`config.mk`:
```
export PLATFORM = sky130hd
export DESIGN_NAME = insertion_sort_event_trace_unit
export DESIGN_NICKNAME = d
export VERILOG_FILES = /design/src/rtl/isort_pkg.sv /design/src/rtl/isort_cell.sv /design/src/rtl/insertion_sort_event_trace_unit.sv
export SDC_FILE = /design/constraint.sdc
export NUM_CORES = 2
export LEC_CHECK = 0
export ABC_AREA = 1
export BUFFER_PORTS_ARGS = -buffer_cell sky130_fd_sc_hd__buf_2
export CAP_MARGIN = 10
export CELL_PAD_IN_SITES_DETAIL_PLACEMENT = 1
export CELL_PAD_IN_SITES_GLOBAL_PLACEMENT = 2
export CORE_UTILIZATION = 44
export DETAILED_ROUTE_END_ITERATION = 12
export GPL_ROUTABILITY_DRIVEN = 1
export PLACE_DENSITY_LB_ADDON = 0.05
export SLEW_MARGIN = 0
export SYNTH_ARGS = -nofsm -noshare
export SYNTH_HDL_FRONTEND = slang
export SYNTH_HIERARCHICAL = 1
export SYNTH_SLANG_ARGS = --single-unit
```
`constraint.sdc`:
```
create_clock -name aclk -period 16.8 [get_ports aclk]
set_input_delay 1.68 -clock aclk [delete_from_list [all_inputs] [get_ports aclk]]
set_output_delay 1.68 -clock aclk [all_outputs]
set_load 0.05 [all_outputs]
```
`src/rtl/isort_pkg.sv`:
```
`timescale 1ns / 1ps

package isort_pkg;

    localparam int DATA_W  = 32;
    localparam int POS_W   = 4;
    localparam int IDX_W   = 8;

    localparam logic [1:0] OP_NONE = 2'd0;
    localparam logic [1:0] OP_LOAD = 2'd1;
    localparam logic [1:0] OP_SWAP = 2'd2;

    localparam logic EV_COMPARE = 1'b0;
    localparam logic EV_SWAP    = 1'b1;

    typedef struct packed {
        logic [1:0]       op;
        logic [IDX_W-1:0] hi_idx;
        logic [IDX_W-1:0] lo_idx;
    } cell_ctrl_t;

endpackage

```
`src/rtl/isort_cell.sv`:
```
`timescale 1ns / 1ps

module isort_cell #(
    parameter int IDX = 0
) (
    input  logic                                 aclk,
    input  isort_pkg::cell_ctrl_t                ctrl,
    input  logic signed [isort_pkg::DATA_W-1:0]  ins_value,
    input  logic signed [isort_pkg::DATA_W-1:0]  prev_data,
    output logic signed [isort_pkg::DATA_W-1:0]  data,
    output logic                                 hit
);

    logic signed [isort_pkg::DATA_W-1:0] data_reg;
    logic                                is_hi;
    logic                                is_lo;

    assign is_hi = (ctrl.hi_idx == isort_pkg::IDX_W'(IDX));
    assign is_lo = (ctrl.lo_idx == isort_pkg::IDX_W'(IDX));

    // this cell sits just below the cursor and holds a larger value
    assign hit  = is_lo && (data_reg > ins_value);
    assign data = data_reg;

    always_ff @(posedge aclk) begin
        case (ctrl.op)
            isort_pkg::OP_LOAD: begin
                if (is_hi) begin
                    data_reg <= ins_value;
                end
            end
            isort_pkg::OP_SWAP: begin
                if (is_hi) begin
                    data_reg <= prev_data;
                end else if (is_lo) begin
                    data_reg <= ins_value;
                end
            end
            default: begin
                data_reg <= data_reg;
            end
        endcase
    end

endmodule

```
`src/rtl/insertion_sort_event_trace_unit.sv`:
```
`timescale 1ns / 1ps

// Online insertion sort with a compare/swap event trace.
// Input channel (s_*): one signed value per request; s_start_new empties the
// stored array first. Output channel (m_*): one request per event, with the
// positions (j-1, j), the kind (compare or swap) and a flag on the last event
// that the input caused. The first value of an array and any value arriving
// while the array is full cause no events.
// The stored values live in a row of cells, one per position. A cursor walks
// down the row, emitting a compare and then a swap, which moves the lower
// element up by one cell. An input that moves down k positions therefore
// emits 2*k+1 events (2*k when it lands at position 0), one per cycle after
// the accept cycle while the receiver does not stall; the next input is
// taken in the cycle after the last event is registered. A new input is
// accepted while that last event still waits in the output register.
// Reset empties the array and clears the output valid flag; cell contents
// are not cleared. A stalled receiver holds the current event and the walk
// pauses until it is taken.
module insertion_sort_event_trace_unit #(
    parameter int MAX_ELEMENTS = 16
) (
    input  logic                                aclk,
    input  logic                                aresetn,
    input  logic                                s_valid,
    output logic                                s_ready,
    input  logic signed [isort_pkg::DATA_W-1:0] s_value,
    input  logic                                s_start_new,
    output logic                                m_valid,
    input  logic                                m_ready,
    output logic [isort_pkg::POS_W-1:0]         m_pos_low,
    output logic [isort_pkg::POS_W-1:0]         m_pos_high,
    output logic                                m_event_kind,
    output logic                                m_last_event
);

    localparam int IW = (MAX_ELEMENTS > 2) ? $clog2(MAX_ELEMENTS) : 1;
    localparam int CW = $clog2(MAX_ELEMENTS + 1);

    localparam logic [1:0] ST_IDLE = 2'd0;
    localparam logic [1:0] ST_CMP  = 2'd1;
    localparam logic [1:0] ST_SWP  = 2'd2;

    logic [1:0]                          state_reg, state_next;
    logic [CW-1:0]                       count_reg, count_next;
    logic [IW-1:0]                       j_reg, j_next;
    logic signed [isort_pkg::DATA_W-1:0] v_reg, v_next;
    logic                                m_valid_reg, m_valid_next;
    logic [isort_pkg::POS_W-1:0]         pos_low_reg, pos_low_next;
    logic [isort_pkg::POS_W-1:0]         pos_high_reg, pos_high_next;
    logic                                kind_reg, kind_next;
    logic                                last_reg, last_next;

    logic [IW-1:0]                       jm1;
    logic [CW-1:0]                       cnt0;
    logic                                out_free;
    logic                                take;
    logic                                placed;
    isort_pkg::cell_ctrl_t               ctrl;
    logic signed [isort_pkg::DATA_W-1:0] ins_d;

    logic signed [isort_pkg::DATA_W-1:0] cell_data [MAX_ELEMENTS];
    logic [MAX_ELEMENTS-1:0]             cell_hit;
    logic                                hit;

    assign jm1      = j_reg - IW'(1);
    assign cnt0     = s_start_new ? '0 : count_reg;
    assign out_free = !m_valid_reg || m_ready;
    assign s_ready  = (state_reg == ST_IDLE);
    assign take     = s_valid && s_ready;
    assign placed   = take && (cnt0 < CW'(MAX_ELEMENTS));
    assign hit      = |cell_hit;
    // a load writes the incoming request, the walk works on the held value
    assign ins_d    = (state_reg == ST_IDLE) ? s_value : v_reg;

    // cell control: depends only on registers, the input request and m_ready
    always_comb begin
        ctrl.op     = isort_pkg::OP_NONE;
        ctrl.hi_idx = isort_pkg::IDX_W'(j_reg);
        ctrl.lo_idx = isort_pkg::IDX_W'(jm1);
        if (state_reg == ST_IDLE) begin
            if (placed) begin
                ctrl.op     = isort_pkg::OP_LOAD;
                ctrl.hi_idx = isort_pkg::IDX_W'(cnt0);
            end
        end else if (state_reg == ST_SWP && out_free) begin
            ctrl.op = isort_pkg::OP_SWAP;
        end
    end

    genvar gi;
    generate
        for (gi = 0; gi < MAX_ELEMENTS; gi++) begin : g_cell
            logic signed [isort_pkg::DATA_W-1:0] prev_d;
            if (gi == 0) begin : g_first
                assign prev_d = v_reg;
            end else begin : g_rest
                assign prev_d = cell_data[gi-1];
            end
            isort_cell #(
                .IDX(gi)
            ) u_cell (
                .aclk      (aclk),
                .ctrl      (ctrl),
                .ins_value (ins_d),
                .prev_data (prev_d),
                .data      (cell_data[gi]),
                .hit       (cell_hit[gi])
            );
        end
    endgenerate

    always_comb begin
        state_next    = state_reg;
        count_next    = count_reg;
        j_next        = j_reg;
        v_next        = v_reg;
        m_valid_next  = m_valid_reg && !m_ready;
        pos_low_next  = pos_low_reg;
        pos_high_next = pos_high_reg;
        kind_next     = kind_reg;
        last_next     = last_reg;
        case (state_reg)
            ST_IDLE: begin
                if (placed) begin
                    count_next = cnt0 + CW'(1);
                    v_next     = s_value;
                    j_next     = cnt0[IW-1:0];
                    if (cnt0 != '0) begin
                        state_next = ST_CMP;
                    end
                end
            end
            ST_CMP: begin
                if (out_free) begin
                    m_valid_next  = 1'b1;
                    pos_low_next  = isort_pkg::POS_W'(jm1);
                    pos_high_next = isort_pkg::POS_W'(j_reg);
                    kind_next     = isort_pkg::EV_COMPARE;
                    last_next     = !hit;
                    state_next    = hit ? ST_SWP : ST_IDLE;
                end
            end
            ST_SWP: begin
                if (out_free) begin
                    m_valid_next  = 1'b1;
                    pos_low_next  = isort_pkg::POS_W'(jm1);
                    pos_high_next = isort_pkg::POS_W'(j_reg);
                    kind_next     = isort_pkg::EV_SWAP;
                    last_next     = (jm1 == '0);
                    j_next        = jm1;
                    state_next    = (jm1 == '0) ? ST_IDLE : ST_CMP;
                end
            end
            default: begin
                state_next = ST_IDLE;
            end
        endcase
    end

    always_ff @(posedge aclk) begin
        if (!aresetn) begin
            state_reg   <= ST_IDLE;
            count_reg   <= '0;
            m_valid_reg <= 1'b0;
        end else begin
            state_reg   <= state_next;
            count_reg   <= count_next;
            m_valid_reg <= m_valid_next;
        end
    end

    always_ff @(posedge aclk) begin
        j_reg        <= j_next;
        v_reg        <= v_next;
        pos_low_reg  <= pos_low_next;
        pos_high_reg <= pos_high_next;
        kind_reg     <= kind_next;
        last_reg     <= last_next;
    end

    assign m_valid      = m_valid_reg;
    assign m_pos_low    = pos_low_reg;
    assign m_pos_high   = pos_high_reg;
    assign m_event_kind = kind_reg;
    assign m_last_event = last_reg;

endmodule

```
==> metrics.md <==
| Metric | Value |
|---|---|
| Run status | finished, final reports clean |
| Timing-limited maximum frequency | 0.195 GHz |
| Synthesized cell area | 0.0397 sq mm |
| Power share of the clock group | 28.7% |
| Die outline area | 0.0914 sq mm |
| # hold bufs at CTS | 0 |
| Kind of end point of the critical path | flop |
| Remaining Overflow, GRT | 0 |
| Antenna violations before repair | 5 |
| Pre-CTS setup slack | around 11 ns |
| TNS Setup | 0 ns |
| CTS clock-pin slew for the worst setup and hold paths | 0.06 ns |
| Register area share after synthesis | between 40 and 50% |
| Sequential power share | 33.6% |
| Logic gate share of total power | a little under two fifths |
| Layout Cell Area excl Fill | 0.0434 sq mm |
| Average via count per standard cell | 4.97 |
| Synthesized area per cell | 8.90 sq um |
| Worst-path maximum fanout | 37 |
| Post-CTS setup buffer count | 0 |
| Worst hold slack | 0.497 ns |
| Via count of the first global-routing pass | between 30,000 and 40,000 |
| Signal arrival time at the worst endpoint | 5.63 ns |
| Max VDD drop | 0.0961 mV |
| Kind of critical path | flop to flop |
| Ratio of cells with drive above 1 in the final layout | under 10% |
| Startpoint Class | flop |
| Most common cell after layout, fill and taps aside | nand2_1 |
| Share of synthesized area spent on multiplexers | 1.34% |
| Number of flip-flops and latches in the synthesized netlist | 566 |
| Initial detailed-routing violation count | 1,001 |
| Clk Latency, worst-skew pair | 0.62 ns |
| Unique cell type count in the Yosys netlist | 42 |
| Instance count of the mapped netlist | 4,459 |
| Maximum number of pins on one net before global-route repair | 64 |
| Portion of the clock cycle consumed by the worst path in the final layout | 30.5% |
| Gates resized, CTS repair | 0 |
| Core Region | 0.0889 sq mm |
| Fin. max-slew vios | 0 |
| Standard cell area after detailed placement | 0.0412 sq mm |
| TritonCTS clock tree | done |
| Total wire length | 97,400 microns |
| Per-cell routed wire length | 16.6 microns |
| Number of flip-flops in the largest register | ~500 |
| Max-cap violations | 0 |
| # port buffers | 48 |
| Required time of the worst setup path | between 15 and 20 ns |
| Net Switching | 1.89 mW |
| Switch share | 36.7% |
| Detail Placement HPWL | 76,500 microns |
| Final layout net count | 5,200 |
| Final cell utilization of the core | between 40% and 50% |
| Synthesis Warnings | 6 |
| Weighted congestion reported at the end of routability-driven placement | 0.789 |
| Largest buffer count on any clock path | 3 |
| Post-route ant nets | 0 |
| CTS Root Cell | clkbuf_16 |
| Horiz. Die Dim | roughly 300 microns |
| Effective utilization at floorplan | between 40 and 50% |
| CTS buffer count | 73 |
| Via total after detailed routing | 29,200 |
| DRC | 0 |
| Synth-to-layout area growth | 9.35% |
| Adder-cell area share of the yosys netlist | 16.4% |
| Largest family of logic cells by synthesized area | simple AND/OR/NAND/NOR gates |
| Power per unit of standard cell area | between 100 and 150 mW/mm^2 |
| Clock tree sinks | 566 |
| Least-Margin Pin Slew | between 1 and 1.5 ns |
| Final hold violation count | 0 |
| Die outline height | 302 microns |
| Total global-route track usage | 21.8% |
| Floorplan row count | 109 |
| Clock skew | 0.0326 ns |
| RSZ-0062 raised after global routing | false |
| Most frequent cells in the layout | 795 x nand2_1, 706 x nor2_1, 701 x inv_1 |
| I/O pin count | 49 |
| Final worst setup slack | 11.68 ns |
| Wire length of the first global-routing pass | 160,000 microns |
| Count of endpoints failing setup in the final report | 0 |
| Final period demand of the worst path | 5.12 ns |
| XOR/XNOR Fraction of Synth Area | 0.0441% |
| Basic-gate share of the synthesized area counting and, or, nand and nor cells | ~18% |
| Class of the tightest hold or removal check | flop to flop |
| Normalized max-slew margin | 21.6% |
| Internal power consumption | 3.25 mW |
| Standby leakage power | 20.4 nW |
| Total iterations of the first detailed-routing run | 7 |
| Synth Area in Compound Gates | 12.4% |
| # H-tree levels | 3 |
-- path summary, 6_finish.rpt --
path / start / endpoint / slack (ns) / depth (start not counted)
setup reg to reg: state_reg[1] / state_reg[1] / 11.68 / 25
hold reg to reg: j_reg[0] / m_pos_high[0] / 0.50 / 0
setup / recovery: state_reg[1] / state_reg[1] / 11.68 / 25
hold / removal: j_reg[0] / m_pos_high[0] / 0.50 / 0
-- final cells by class --
cell class | instances | area [sq um]
diodes | 5 | 12.5
clock buffers | 92 | 1940
clock inverters | 37 | 259
fillers | 10600 | 45500
inverters | 706 | 2650
multi-input cells | 3212 | 19700
flip-flops and latches | 566 | 16900
well taps | 1165 | 1460
repair buffers | 84 | 510
-- cell usage after synthesis, drive strengths merged --
library cell | instances | area [sq um]
mux2 | 36 | 533
clkbuf | 6 | 22.5
nand4 | 41 | 257
nand3b | 13 | 97.6
nand2 | 815 | 3180
conb | 1 | 3.75
edfxtp | 558 | 16800
nor4 | 35 | 457
o21a | 32 | 240
or2 | 4 | 30.0
nor3 | 3 | 15.0
o21ai | 74 | 374
nor4b | 2 | 17.5
a21oi | 719 | 4190
a21o | 16 | 120
inv | 706 | 2650
xor2 | 1 | 8.76
a31oi | 1 | 6.26
nor2 | 724 | 2760
ha | 520 | 6510
xnor2 | 1 | 8.76
dfxtp | 8 | 160
buf | 96 | 1030
nand3 | 45 | 243
and2 | 2 | 15.0
-- power groups by stage --
stage,Sequential [mW],Clock (mW),Combinational (mW)
2_1_floorplan,1.77,0,1.38
3_3_place_gp,1.75,0,1.88
3_5_place_dp,1.75,0,1.95
4_1_cts,1.72,1.53,1.97
5_1_grt,1.73,1.57,2.26
6_report,1.72,1.47,1.94
-- per-stage QoR --
step | instances | power (mW)
3_3_place_gp | 5733 | 3.63
2_1_floorplan | 4586 | 3.15
3_5_place_dp | 5733 | 3.70
4_1_cts | 5862 | 5.22
6_report | 5867 | 5.13
5_1_grt | 5867 | 5.56
-- critical path, stage by stage, from the launching register on --
cell	delay [ns]
dfxtp_1	0.40
inv_1	0.09
ha_1	0.18
buf_4	0.26
inv_4	0.36
nand2_1	0.11
nand2_1	0.62
inv_1	0.14
ha_1	0.34
nand2_1	0.10
nor2_1	0.21
nand4_1	0.16
nor2_1	0.34
nand2_1	0.13
nand2_1	0.09
nand2_1	0.06
nand2_1	0.07
nor2_1	0.04
nor2_1	0.10
nand2_1	0.14
nor2_1	0.42
nand2_1	0.25
nand3b_1	0.15
nor2_1	0.05
nor2_1	0.08
nor2_1	0.04
-- per-layer routing --
layer	share of wire (%)	global-route usage, %	vias up	routed length [microns]
met3	2.0	2.58	128	1940
li1	-	-	15100	-
met4	2.6	6.00	0	2510
met2	52	41.2	205	50200
met5	0	0	-	0
met1	44	25.8	13700	42700
-- kinds of logic after synthesis --
family                     after synthesis
AOI/OAI and AO/OA                      842
buffers and inverters                  808
adders and majority gates              520
DFF                                    566
and+or+nand+nor                       1684
other                                    1
muxes                                   36
xor gates and xnor gates                 2
Note: power is estimated with default switching activity, not from simulation.
